## config.mk

```make
export PLATFORM = sky130hd
export DESIGN_NAME = broadcast_tile_index_remap_flat
export DESIGN_NICKNAME = d
export VERILOG_FILES = /design/src/design/btir_pkg.sv /design/src/design/btir_if.sv /design/src/design/btir_div.sv /design/src/design/btir_cfg.sv /design/src/design/broadcast_tile_index_remap.sv /design/src/flat_wrapper.sv
export SDC_FILE = /design/constraint.sdc
export NUM_CORES = 2
export LEC_CHECK = 0
export ABC_AREA = 1
export CORE_MARGIN = 4
export CORE_UTILIZATION = 50
export DETAILED_ROUTE_END_ITERATION = 16
export DONT_BUFFER_PORTS = 1
export SETUP_SLACK_MARGIN = 0.1
export SYNTH_ARGS = -nofsm -noshare
export SYNTH_HDL_FRONTEND = slang
export SYNTH_SLANG_ARGS = --single-unit
export TNS_END_PERCENT = 1
```

## constraint.sdc

```tcl
create_clock -name clk -period 22.5 [get_ports clk]
set_input_delay 4.5 -clock clk [delete_from_list [all_inputs] [get_ports clk]]
set_output_delay 4.5 -clock clk [all_outputs]
set_load 0.005 [all_outputs]
```

## src/design/btir_pkg.sv

```systemverilog
// Shared types and constants for the broadcast tile index remap block.
// No dependencies; all other design files but btir_div use it by scope.
package btir_pkg;

  localparam int IDX_W      = 32;  // tile index and stride width
  localparam int RANK_W     = 5;   // holds a dimension count up to 31
  localparam int COUNT_W    = 4;
  localparam int MASK_W     = 8;
  localparam int DIMS_REG_W = 64;
  localparam int CFG_IDX_W  = 3;
  localparam int CFG_DATA_W = 64;

  typedef enum logic [CFG_IDX_W-1:0] {
    REG_DIM_COUNT  = 3'd0,
    REG_BCAST_MASK = 3'd1,
    REG_TDIMS_LO   = 3'd2,
    REG_TDIMS_HI   = 3'd3,
    REG_SDIMS_LO   = 3'd4,
    REG_SDIMS_HI   = 3'd5
  } cfg_reg_t;

  // Per-dimension view handed from the config block to the sequencer.
  typedef struct packed {
    logic              busy;     // strides being rebuilt
    logic [RANK_W-1:0] rank;     // dimensions in use, saturated
    logic              bcast;
    logic [IDX_W-1:0]  tdim;
    logic [IDX_W-1:0]  tstride;
    logic [IDX_W-1:0]  sstride;
  } dim_info_t;

endpackage

```

## src/design/btir_if.sv

```systemverilog
// Valid/ready channel interfaces for the index remap block.
// Depends on btir_pkg for the index width.
interface btir_in_if;
  logic                       valid;
  logic                       ready;
  logic [btir_pkg::IDX_W-1:0] tile_index;

  modport source (output valid, output tile_index, input ready);
  modport sink   (input valid, input tile_index, output ready);
endinterface

interface btir_out_if;
  logic                       valid;
  logic                       ready;
  logic [btir_pkg::IDX_W-1:0] same_tile_index;
  logic [btir_pkg::IDX_W-1:0] source_tile_index;

  modport source (output valid, output same_tile_index, output source_tile_index,
                  input ready);
  modport sink   (input valid, input same_tile_index, input source_tile_index,
                  output ready);
endinterface

```

## src/design/btir_div.sv

```systemverilog
// Iterative restoring divider, one quotient bit per cycle.
// Has no dependencies on the other design files.
module btir_div #(
  parameter int W = 32
) (
  input  logic         clk,
  input  logic         rst_n,
  input  logic         start,
  input  logic [W-1:0] dividend,
  input  logic [W-1:0] divisor,
  output logic         busy,
  output logic         done,
  output logic [W-1:0] quotient,
  output logic [W-1:0] remainder
);

  localparam int CW = $clog2(W + 1);

  logic          busy_r;
  logic          done_r;
  logic [CW-1:0] cnt_r;
  logic [W-1:0]  rem_r, rem_nxt;
  logic [W-1:0]  quo_r, quo_nxt;
  logic [W-1:0]  dvs_r;
  logic [W:0]    rem_sh;
  logic          last_step;

  always_comb begin
    rem_sh = {rem_r, quo_r[W-1]};
    if (rem_sh >= {1'b0, dvs_r}) begin
      rem_nxt = W'(rem_sh - {1'b0, dvs_r});
      quo_nxt = {quo_r[W-2:0], 1'b1};
    end else begin
      rem_nxt = rem_sh[W-1:0];
      quo_nxt = {quo_r[W-2:0], 1'b0};
    end
  end

  assign last_step = busy_r && !start && (cnt_r == CW'(1));

  always_ff @(posedge clk) begin
    if (!rst_n) begin
      busy_r <= 1'b0;
      done_r <= 1'b0;
      cnt_r  <= '0;
    end else begin
      done_r <= last_step;
      if (start) begin
        busy_r <= 1'b1;
        cnt_r  <= CW'(W);
      end else if (busy_r) begin
        cnt_r  <= cnt_r - 1'b1;
        busy_r <= !last_step;
      end
    end
  end

  always_ff @(posedge clk) begin
    if (start) begin
      rem_r <= '0;
      quo_r <= dividend;
      dvs_r <= divisor;
    end else if (busy_r) begin
      rem_r <= rem_nxt;
      quo_r <= quo_nxt;
    end
  end

  assign busy      = busy_r;
  assign done      = done_r;
  assign quotient  = quo_r;
  assign remainder = rem_r;

endmodule

```

## src/design/btir_cfg.sv

```systemverilog
// Configuration registers and stride table, rebuilt one dimension per cycle
// after reset and after every accepted register write. Depends on btir_pkg.
module btir_cfg #(
  parameter int MAX_DIMS  = 8,
  parameter int DIM_WIDTH = 16,
  parameter int CNT_W     = 4
) (
  input  logic                             clk,
  input  logic                             rst_n,
  input  logic                             cfg_we,
  input  logic [btir_pkg::CFG_IDX_W-1:0]   cfg_index,
  input  logic [btir_pkg::CFG_DATA_W-1:0]  cfg_data,
  input  logic [CNT_W-1:0]                 dim_sel,
  output btir_pkg::dim_info_t              info
);

  localparam int IX_W   = (MAX_DIMS > 1) ? $clog2(MAX_DIMS) : 1;
  localparam int DVEC_W = 2 * btir_pkg::DIMS_REG_W;
  localparam int SH_W   = $clog2(MAX_DIMS * DIM_WIDTH + 1);
  localparam int IW     = btir_pkg::IDX_W;
  localparam int RW     = btir_pkg::RANK_W;

  function automatic logic [btir_pkg::DIMS_REG_W-1:0] unit_fields();
    logic [btir_pkg::DIMS_REG_W-1:0] v;
    v = '0;
    for (int p = 0; p < btir_pkg::DIMS_REG_W; p += DIM_WIDTH) begin
      v[p] = 1'b1;
    end
    return v;
  endfunction

  localparam logic [btir_pkg::DIMS_REG_W-1:0] UNIT = unit_fields();

  // Field i of a 128-bit dimension vector; fields past the top read as zero.
  function automatic logic [DIM_WIDTH-1:0] dim_of(input logic [DVEC_W-1:0] vec,
                                                  input logic [CNT_W-1:0]  i);
    logic [SH_W-1:0]   sh;
    logic [DVEC_W-1:0] v;
    sh = SH_W'(SH_W'(i) * SH_W'(DIM_WIDTH));
    v  = vec >> sh;
    return v[DIM_WIDTH-1:0];
  endfunction

  logic [btir_pkg::COUNT_W-1:0]    count_r;
  logic [btir_pkg::MASK_W-1:0]     mask_r;
  logic [btir_pkg::DIMS_REG_W-1:0] tlo_r, thi_r, slo_r, shi_r;
  logic                            reb_r;
  logic [IX_W-1:0]                 ridx_r;
  logic [IW-1:0]                   tprod_r, sprod_r;
  logic [IW-1:0]                   tstr_r [MAX_DIMS];
  logic [IW-1:0]                   sstr_r [MAX_DIMS];

  logic                 wr_ok;
  logic [DIM_WIDTH-1:0] tdim_reb, sdim_reb;
  logic [IX_W-1:0]      sel;
  logic [RW-1:0]        sel_ext;
  logic [RW-1:0]        cnt_ext;

  assign wr_ok    = cfg_we &&
                    (cfg_index <= btir_pkg::CFG_IDX_W'(btir_pkg::REG_SDIMS_HI));
  assign tdim_reb = dim_of({thi_r, tlo_r}, CNT_W'(ridx_r));
  assign sdim_reb = dim_of({shi_r, slo_r}, CNT_W'(ridx_r));

  always_ff @(posedge clk) begin
    if (!rst_n) begin
      count_r <= btir_pkg::COUNT_W'(1);
      mask_r  <= '0;
      tlo_r   <= UNIT;
      thi_r   <= UNIT;
      slo_r   <= UNIT;
      shi_r   <= UNIT;
      reb_r   <= 1'b1;
      ridx_r  <= '0;
      tprod_r <= IW'(1);
      sprod_r <= IW'(1);
    end else begin
      // any accepted write restarts the stride pass from dimension zero
      if (wr_ok) begin
        reb_r   <= 1'b1;
        ridx_r  <= '0;
        tprod_r <= IW'(1);
        sprod_r <= IW'(1);
        case (cfg_index)
          btir_pkg::REG_DIM_COUNT:  count_r <= cfg_data[btir_pkg::COUNT_W-1:0];
          btir_pkg::REG_BCAST_MASK: mask_r  <= cfg_data[btir_pkg::MASK_W-1:0];
          btir_pkg::REG_TDIMS_LO:   tlo_r   <= cfg_data;
          btir_pkg::REG_TDIMS_HI:   thi_r   <= cfg_data;
          btir_pkg::REG_SDIMS_LO:   slo_r   <= cfg_data;
          btir_pkg::REG_SDIMS_HI:   shi_r   <= cfg_data;
          default: ;
        endcase
      end else if (reb_r) begin
        tprod_r <= IW'(tprod_r * tdim_reb);
        sprod_r <= IW'(sprod_r * sdim_reb);
        ridx_r  <= ridx_r + 1'b1;
        if (ridx_r == IX_W'(MAX_DIMS - 1)) begin
          reb_r <= 1'b0;
        end
      end
    end
  end

  always_ff @(posedge clk) begin
    if (reb_r) begin
      tstr_r[ridx_r] <= tprod_r;
      sstr_r[ridx_r] <= sprod_r;
    end
  end

  assign sel     = dim_sel[IX_W-1:0];
  assign sel_ext = RW'(dim_sel);
  assign cnt_ext = RW'(count_r);

  always_comb begin
    info.busy    = reb_r;
    info.rank    = (cnt_ext > RW'(MAX_DIMS)) ? RW'(MAX_DIMS) : cnt_ext;
    info.bcast   = (sel_ext < RW'(btir_pkg::MASK_W)) ?
                   mask_r[sel_ext[$clog2(btir_pkg::MASK_W)-1:0]] : 1'b0;
    info.tdim    = IW'(dim_of({thi_r, tlo_r}, dim_sel));
    info.tstride = tstr_r[sel];
    info.sstride = sstr_r[sel];
  end

endmodule

```

## src/design/broadcast_tile_index_remap.sv

```systemverilog
// Broadcast tile index remap: sequencer around one shared iterative divider.
// Depends on btir_pkg, btir_if, btir_cfg and btir_div.
//
// Usage: in_ch carries a linear tile index of the indexed tensor; out_ch
// returns it unchanged together with the index of the matching tile in the
// broadcast source tensor. Both channels use valid/ready; an item moves on a
// clock edge with valid and ready high. The cfg port writes a register on
// any edge with cfg_we high; index beyond the list is ignored.
// Each dimension in use is skipped when it is broadcast or has a zero size
// or stride; otherwise it takes two divisions on the shared divider (index
// by stride, then quotient by size), a multiply and an accumulate. One item
// is in work at a time.
// After reset, and after each accepted register write, the stride table is
// rebuilt while in_ch.ready stays low. A finished result waits in the output
// register while the receiver stalls; the next item can be accepted
// meanwhile, and it holds in its last step until the register frees.
module broadcast_tile_index_remap #(
  parameter int MAX_DIMS  = 8,
  parameter int DIM_WIDTH = 16
) (
  input  logic                            clk,
  input  logic                            rst_n,
  btir_in_if.sink                         in_ch,
  btir_out_if.source                      out_ch,
  input  logic                            cfg_we,
  input  logic [btir_pkg::CFG_IDX_W-1:0]  cfg_index,
  input  logic [btir_pkg::CFG_DATA_W-1:0] cfg_data
);

  localparam int CNT_W = $clog2(MAX_DIMS + 1);
  localparam int IW    = btir_pkg::IDX_W;
  localparam int RW    = btir_pkg::RANK_W;

  typedef enum logic [2:0] {
    S_IDLE, S_CHECK, S_DIV1, S_DIV2, S_MUL, S_ACC, S_FINISH
  } state_t;

  state_t               state_r;
  logic [IW-1:0]        idx_r;
  logic [IW-1:0]        sum_r;
  logic [IW-1:0]        prod_r;
  logic [CNT_W-1:0]     dim_r;
  logic [DIM_WIDTH-1:0] coord_r;
  logic                 div_start_r;
  logic [IW-1:0]        div_a_r, div_b_r;
  logic                 out_valid_r;
  logic [IW-1:0]        out_same_r, out_src_r;

  btir_pkg::dim_info_t  info;
  logic                 div_busy, div_done;
  logic [IW-1:0]        div_quo, div_rem;
  logic                 in_ready;
  logic                 dim_skip;

  btir_cfg #(
    .MAX_DIMS  (MAX_DIMS),
    .DIM_WIDTH (DIM_WIDTH),
    .CNT_W     (CNT_W)
  ) u_cfg (
    .clk       (clk),
    .rst_n     (rst_n),
    .cfg_we    (cfg_we),
    .cfg_index (cfg_index),
    .cfg_data  (cfg_data),
    .dim_sel   (dim_r),
    .info      (info)
  );

  btir_div #(.W(IW)) u_div (
    .clk       (clk),
    .rst_n     (rst_n),
    .start     (div_start_r),
    .dividend  (div_a_r),
    .divisor   (div_b_r),
    .busy      (div_busy),
    .done      (div_done),
    .quotient  (div_quo),
    .remainder (div_rem)
  );

  assign in_ready = (state_r == S_IDLE) && !info.busy;
  // coordinate is zero, nothing to add
  assign dim_skip = info.bcast || info.tdim == '0 || info.tstride == '0;

  always_ff @(posedge clk) begin
    if (!rst_n) begin
      state_r     <= S_IDLE;
      idx_r       <= '0;
      sum_r       <= '0;
      prod_r      <= '0;
      dim_r       <= '0;
      coord_r     <= '0;
      div_start_r <= 1'b0;
      div_a_r     <= '0;
      div_b_r     <= '0;
      out_valid_r <= 1'b0;
      out_same_r  <= '0;
      out_src_r   <= '0;
    end else begin
      div_start_r <= ((state_r == S_CHECK) && (RW'(dim_r) < info.rank) && !dim_skip) ||
                     ((state_r == S_DIV1) && div_done);
      if (out_valid_r && out_ch.ready && state_r != S_FINISH) begin
        out_valid_r <= 1'b0;
      end
      case (state_r)
        S_IDLE: begin
          if (in_ch.valid && in_ready) begin
            idx_r   <= in_ch.tile_index;
            sum_r   <= '0;
            dim_r   <= '0;
            state_r <= S_CHECK;
          end
        end
        S_CHECK: begin
          if (RW'(dim_r) >= info.rank) begin
            state_r <= S_FINISH;
          end else if (dim_skip) begin
            dim_r <= dim_r + 1'b1;
          end else begin
            div_a_r <= idx_r;
            div_b_r <= info.tstride;
            state_r <= S_DIV1;
          end
        end
        S_DIV1: begin
          if (div_done) begin
            div_a_r <= div_quo;
            div_b_r <= info.tdim;
            state_r <= S_DIV2;
          end
        end
        S_DIV2: begin
          if (div_done) begin
            coord_r <= div_rem[DIM_WIDTH-1:0];
            state_r <= S_MUL;
          end
        end
        S_MUL: begin
          prod_r  <= IW'(coord_r * info.sstride);
          state_r <= S_ACC;
        end
        S_ACC: begin
          sum_r   <= sum_r + prod_r;
          dim_r   <= dim_r + 1'b1;
          state_r <= S_CHECK;
        end
        S_FINISH: begin
          if (!out_valid_r || out_ch.ready) begin
            out_valid_r <= 1'b1;
            out_same_r  <= idx_r;
            out_src_r   <= sum_r;
            state_r     <= S_IDLE;
          end
        end
        default: state_r <= S_IDLE;
      endcase
    end
  end

  assign in_ch.ready              = in_ready;
  assign out_ch.valid             = out_valid_r;
  assign out_ch.same_tile_index   = out_same_r;
  assign out_ch.source_tile_index = out_src_r;

  a_div_start_idle: assert property (@(posedge clk) disable iff (!rst_n)
    div_start_r |-> !div_busy)
    else $error("divider started while busy");

  a_div_done_state: assert property (@(posedge clk) disable iff (!rst_n)
    div_done |-> (state_r == S_DIV1 || state_r == S_DIV2))
    else $error("divider finished outside a divide step");

  a_out_from_finish: assert property (@(posedge clk) disable iff (!rst_n)
    $rose(out_valid_r) |-> $past(state_r == S_FINISH))
    else $error("result loaded outside finish step");

  a_acc_to_check: assert property (@(posedge clk) disable iff (!rst_n)
    (state_r == S_ACC) |=> (state_r == S_CHECK))
    else $error("accumulate not followed by next dimension");

endmodule
```

## src/flat_wrapper.sv

```systemverilog
// flat-port wrapper written by rule: the top's interface ports become plain ports
module broadcast_tile_index_remap_flat 
#(
  parameter int MAX_DIMS  = 8,
  parameter int DIM_WIDTH = 16
)
  (clk, rst_n, cfg_we, cfg_index, cfg_data, in_ch_valid, in_ch_tile_index, in_ch_ready, out_ch_valid, out_ch_same_tile_index, out_ch_source_tile_index, out_ch_ready);
  btir_in_if in_ch_i ();
  btir_out_if out_ch_i ();
  input  logic clk;
  input  logic rst_n;
  input  logic cfg_we;
  input  logic [btir_pkg::CFG_IDX_W-1:0] cfg_index;
  input  logic [btir_pkg::CFG_DATA_W-1:0] cfg_data;
  input wire logic [$bits(in_ch_i.valid)-1:0] in_ch_valid;
  input wire logic [$bits(in_ch_i.tile_index)-1:0] in_ch_tile_index;
  output wire logic [$bits(in_ch_i.ready)-1:0] in_ch_ready;
  output wire logic [$bits(out_ch_i.valid)-1:0] out_ch_valid;
  output wire logic [$bits(out_ch_i.same_tile_index)-1:0] out_ch_same_tile_index;
  output wire logic [$bits(out_ch_i.source_tile_index)-1:0] out_ch_source_tile_index;
  input wire logic [$bits(out_ch_i.ready)-1:0] out_ch_ready;
  assign in_ch_i.valid = in_ch_valid;
  assign in_ch_i.tile_index = in_ch_tile_index;
  assign in_ch_ready = in_ch_i.ready;
  assign out_ch_valid = out_ch_i.valid;
  assign out_ch_same_tile_index = out_ch_i.same_tile_index;
  assign out_ch_source_tile_index = out_ch_i.source_tile_index;
  assign out_ch_i.ready = out_ch_ready;
  broadcast_tile_index_remap #(.MAX_DIMS(MAX_DIMS), .DIM_WIDTH(DIM_WIDTH)) u_core (.clk(clk), .rst_n(rst_n), .in_ch(in_ch_i), .out_ch(out_ch_i), .cfg_we(cfg_we), .cfg_index(cfg_index), .cfg_data(cfg_data));
endmodule
```

Yosys cells after proc, flatten, opt, wreduce, memory -nomap -nowiden. Memories as Yosys holds them, arrays and structs flattened. A register that Yosys moved wholly into a read port is not among the register bits. Cells that the tools add are included.

Register bits: 689. Memory bits (writable): 512. Input port bits: 104. Memories kept: 2.

Add/sub/neg operators: 5. Multipliers: 3. $lt $le $gt $ge: 7. Equal/unequal tests: 22. Shift operators: 3. Multiplexer cells: 44. Bitwise logic cells: 1. Reduce and logical (&&, ||, !) cells: 42.

Memories: u_core.u_cfg.sstr_r (depth 8, bits a word 32, rd ports 1, clocked after memory_dff 1, write ports 1, RTL line btir_cfg.sv:51) `logic [IW-1:0] sstr_r [MAX_DIMS];`; u_core.u_cfg.tstr_r (depth 8, bits a word 32, rd ports 1, clocked after memory_dff 1, write ports 1, RTL line btir_cfg.sv:50) `logic [IW-1:0] tstr_r [MAX_DIMS];`.

Operators by type and width (number): 32-bit two-way mux (10); 128-bit by 7-bit >> shifter with 16-bit output (2); 32-bit one-hot mux with 2 select lines (3); 128-bit by 8-bit >> shifter with 16-bit output (1); 32-bit zero test (2); 32-bit by 16-bit multiplier with 32-bit output (2); 33-bit by 32-bit greater-or-equal comparator with 1-bit output (1); 32-bit adder (1); 16-bit by 32-bit multiplier with 32-bit output (1); 32-bit subtractor (1); 3-bit two-way mux (10); 3-bit one-hot mux with 7 select lines (1); 2-bit AND reduction (10); 3-bit == test (second input constant) (6); 4-bit two-way mux (4); 3-bit by 2-bit == test with 1-bit output (second input constant) (4); 1-bit two-way mux (12); 6-bit two-way mux (2); 4-bit one-hot mux with 3 select lines (1); 1-bit logical AND (10); 2-bit inequality test (second input constant) (5); 4-bit AND reduction (2); 3-bit by 1-bit == test with 1-bit output (second input constant) (2); 6-bit by 1-bit == test with 1-bit output (second input constant) (1); 20 further kinds (33).

Longest topological paths before layout.
Word-level depth: 10. Gate-level depth with buffers: 40.

Modules after synthesis. From an unflattened synthesis, not the netlist that was laid out.

Cell total of the unflattened synthesis: 11007. Area total of the unflattened synthesis: 88944.1 um^2.

By module, submodules not included: btir_cfg (instances 1, cells an instance 6571, area each 57736.6 um^2, seq. area each 22101.2 um^2); broadcast_tile_index_remap (instances 1, cells an instance 3434, area each 24348.4 um^2, seq. area each 4984.8 um^2); btir_div (instances 1, cells an instance 1002, area each 6859.1 um^2, seq. area each 2722.6 um^2).

Worst setup path after synthesis. OpenSTA, ideal clock, no wires.

Path type: register -> register. Start point: register (tool-made name). End point: register u_core.prod_r[23]. Setup time: 0.058 ns. Arrival time: 7.014 ns. Data required time: 22.442 ns. Path slack: 15.429 ns. Cell stages (with the launch flop): 36. Clock period less this slack: 7.071 ns. Cells stage by stage: dfxtp_1 -> buf_4 -> inv_4 -> buf_4 -> buf_4 -> buf_2 -> buf_2 -> clkbuf_1 -> o21ai_0 -> o221ai_1 -> nand2_1 -> clkinv_1 -> nand2_1 -> fa_1 -> inv_1 -> fa_1 -> inv_1 -> fa_1 -> inv_1 -> fa_1 -> fa_1 -> inv_1 -> fa_1 -> inv_1 -> ha_1 -> nand2_1 -> nor3_1 -> nand3_1 -> o2111ai_1 -> a21boi_0 -> o21ai_0 -> a21oi_1 -> or2_2 -> nand3_1 -> o211ai_1 -> inv_1.

RTL lines: end signal, assigned (RTL line broadcast_tile_index_remap.sv:139) `prod_r <= IW'(coord_r * info.sstride);`; end, declared (RTL line broadcast_tile_index_remap.sv:41) `logic [IW-1:0] prod_r;`.

==> flow_summary.ini <==
[run_status]
status = complete, no violations

[sta]
slew_violations = 0
setup_tns_ns = 0
worst_slew_pin_slew_ns = 1.25
finClkSkew_ns = 0.0655
setup_viol = 0
fmax_ghz = 0.109
max-slew-margin-rel_pct = 16.1
whs_ns = 0.431
hold_violations = 0
period_share_pct = 40.9
rsz0062_at_grt = no
fin_crit_ns = 9.21

[clock_tree]
cts_resized = 0
clockBufferDepth = 3
clk_pin_slew_ns = 0.07
cts.htree.levels = 4
cts-buffers-inserted = 134
cts_hold_buffers = 0
cts_post_setup_buffers_inserted = 0
cts_tree = built
clockRootBuffer = clkbuf_16
numClockSinks = 1204
clk_latency_ns = 0.80

[synthesis]
synth_edf_count = 576
ys_async_sr_fraction_pct = 0
syn_area_um2 = 85900
ys_seq_elements = 1204
seq_area_frac_synth_pct = 34.8
yosysWarningCount = 0
syn-instance-count = 10300
synth_nets = 11600
ys_types = 55
avgSynthCellArea_um2 = 8.35
synth-main-ff-cell = dfxtp_1

[setup_path]
r2r_cells = 27
crit_path_end_kind = flop
critPathLaunchType = flop
crit_required_ns = 23.14
arrival_ns = 9.85
r2r-end = u_core.prod_r[28]
path_max_fanout = 100
critical_path_class = reg2reg
r2r_slack_ns = 13.29

[worst_hold_path]
hold_start = u_core.div_b_r[21]
hold_depth = 0
hold_path_class = reg2reg
hold_path_end = u_core.u_div.dvs_r[21]

[route]
first_iter_violations = 6315
avgRoutedWirePerCell_um = 21.1
finalWirelength_um = 261000
vias = 68600
ant_nets = 0
first_pass_iters = 6
via_per_inst = 5.56
drc = 0

[global_route]
antenna_found_initial = 1
grt_start_max_net_pins = 400
grt.overflow.total = 0
grt_pass1_wl_um = 405000
grt_pass1_vias = 68300
track_usage_pct = 29.1

[floorplan]
rows = 151
core_um2 = 170000
die-area_um2 = 179000
die_w_um = 423
start_util_pct = 50.5
die_y_um = 423
ios = 170

[layout]
area_growth_pct = 7.15
drive_gt1_share_pct = 3.85
layout_common_cells = nand2_1, inv_1, nor2_1, o21ai_0, fa_1
fin_nets = 11300
fillers = 15900
final_common_cell = nand2_1

[power_and_ir_drop]
irDropWorstVdd_uv = 75.8
cellPowerDensity_nw_per_um2 = 96.7
power_leakage_nw = 39.7

[place]
dp_hpwl_um = 183000
place_congestion = 0.921
numPortBuffers = 0

[flow_run]
maxCapViolCount = 0
==> layer usage <==
layer / wire, um / up-vias / track usage [%] / share of wire [%]
met1: 111000 / 33700 / 39.8 / 43
li1: - / 31900 / - / -
met3: 17500 / 515 / 4.04 / 6.7
met2: 122000 / 2529 / 47.8 / 47
met4: 9870 / 0 / 10.0 / 3.8
met5: 0 / - / 0 / 0
==> power breakdown <==
group / total [mW] / internal (mW) / leakage (nW) / switching [mW]
Clock: 2.27 / 1.31 / 2.22 / 0.957
Combinational: 3.76 / 1.14 / 26.9 / 2.62
Sequential: 2.88 / 2.58 / 10.6 / 0.296
Total: 8.91 / 5.04 / 39.7 / 3.87
==> area by class of cell <==
class                   count  area [um^2]  area share, %
well taps                2218         2780           3.01
flip-flops and latches   1204        29900           32.5
multi-input cells        6839        47500           51.6
inverters                1733         6520           7.08
clock buffers             179         3680           4.00
clock inverters            64          910          0.988
repair buffers            107          803          0.873
diodes                      1         2.50        0.00272
==> stage by stage <==
stage / power [mW] / area, um^2 / worst slack, ns / cells / utilization (%)
floorplan: 5.43 / 85900 / 15.43 / 10300 / -
global route: 9.50 / 92100 / 12.75 / 12300 / 54.1
finish: 8.91 / 92100 / 13.29 / 12300 / 54.1
CTS: 8.91 / 92100 / 13.33 / 12300 / 54.1
detailed placement: 6.62 / 87500 / 13.38 / 12100 / 51.4
global placement: 6.57 / 87500 / 13.49 / 12100 / 51.4
==> state kept, by name (all words and copies together) (netlist names), 16 cells and up, named ones only <==
name,count
u_core.div_b_r,32
u_core.u_div.dvs_r,32
u_core.out_ch.same_tile_index,32
u_core.u_cfg.tstr_r,256
u_core.div_a_r,32
u_core.coord_r,16
u_core.u_cfg.sprod_r,32
u_core.prod_r,32
u_core.idx_r,32
u_core.u_cfg.sstr_r,256
u_core.u_div.remainder,32
u_core.u_cfg.tprod_r,32
u_core.u_cfg.slo_r,64
u_core.u_div.quotient,32
u_core.u_cfg.thi_r,64
u_core.sum_r,32
u_core.u_cfg.shi_r,64
u_core.u_cfg.tlo_r,64
u_core.out_ch.source_tile_index,32
==> critical path, cell delays in order, from the launching register on <==
cell and delay (ns):
dfxtp_4 0.45, inv_6 0.38, buf_4 0.82, buf_4 0.95, nor2_1 0.10, o211ai_1 0.32, nand2_1 0.22, clkinv_1 0.28
nand2_1 0.14, fa_1 0.53, fa_1 0.52, fa_1 0.51, inv_1 0.05, fa_1 0.44, fa_1 0.52, inv_1 0.05
fa_1 0.56, inv_1 0.07, ha_1 0.34, a21oi_1 0.29, o21ai_0 0.11, a21oi_1 0.30, nand3_1 0.22, a21oi_1 0.26
o21ai_0 0.13, xor2_1 0.15, o21ai_0 0.15, inv_1 0.05
==> synth_stat cells, drive strengths merged, types with 52 or more instances <==
cell	number	area, um^2
dfxtp	628	12600
nor2	1346	5090
edfxtp	576	17300
a21oi	613	3070
o211ai	133	998
xor2	63	559
ha	267	3340
fa	914	18300
nand2	1873	7060
nand4	53	338
xnor2	52	455
o21ai	969	4850
buf	139	771
nand3	310	1560
inv	1702	6390
clkbuf	377	1420
==> how the worst max path moves through the flow <==
stage	start	endpoint	slack (ns)	cells after the start
after floorplan	flop	u_core.prod_r[23]	15.43	35
after global placement	u_core.u_cfg.ridx_r[0]	u_core.u_cfg.sprod_r[27]	13.49	29
after detailed placement	flop	u_core.prod_r[28]	13.38	27
after CTS	u_core.u_cfg.ridx_r[0]	u_core.u_cfg.sprod_r[27]	13.33	29
after global routing	u_core.u_cfg.ridx_r[0]	u_core.u_cfg.sprod_r[27]	12.75	32
final	flop	u_core.prod_r[28]	13.29	27
==> cells by family after synthesis <==
| logic type | count (synthesis) | share of synthesized area (%) |
|---|---|---|
| buf+inv | 2249 | 10.1 |
| compound gates | 1885 | 11.9 |
| flops | 1204 | 34.8 |
| simple gates | 3658 | 16.9 |
| fa+ha+maj | 1181 | 25.2 |
| xor+xnor | 115 | 1.18 |
No activity file was read; power rests on OpenSTA's default activity.
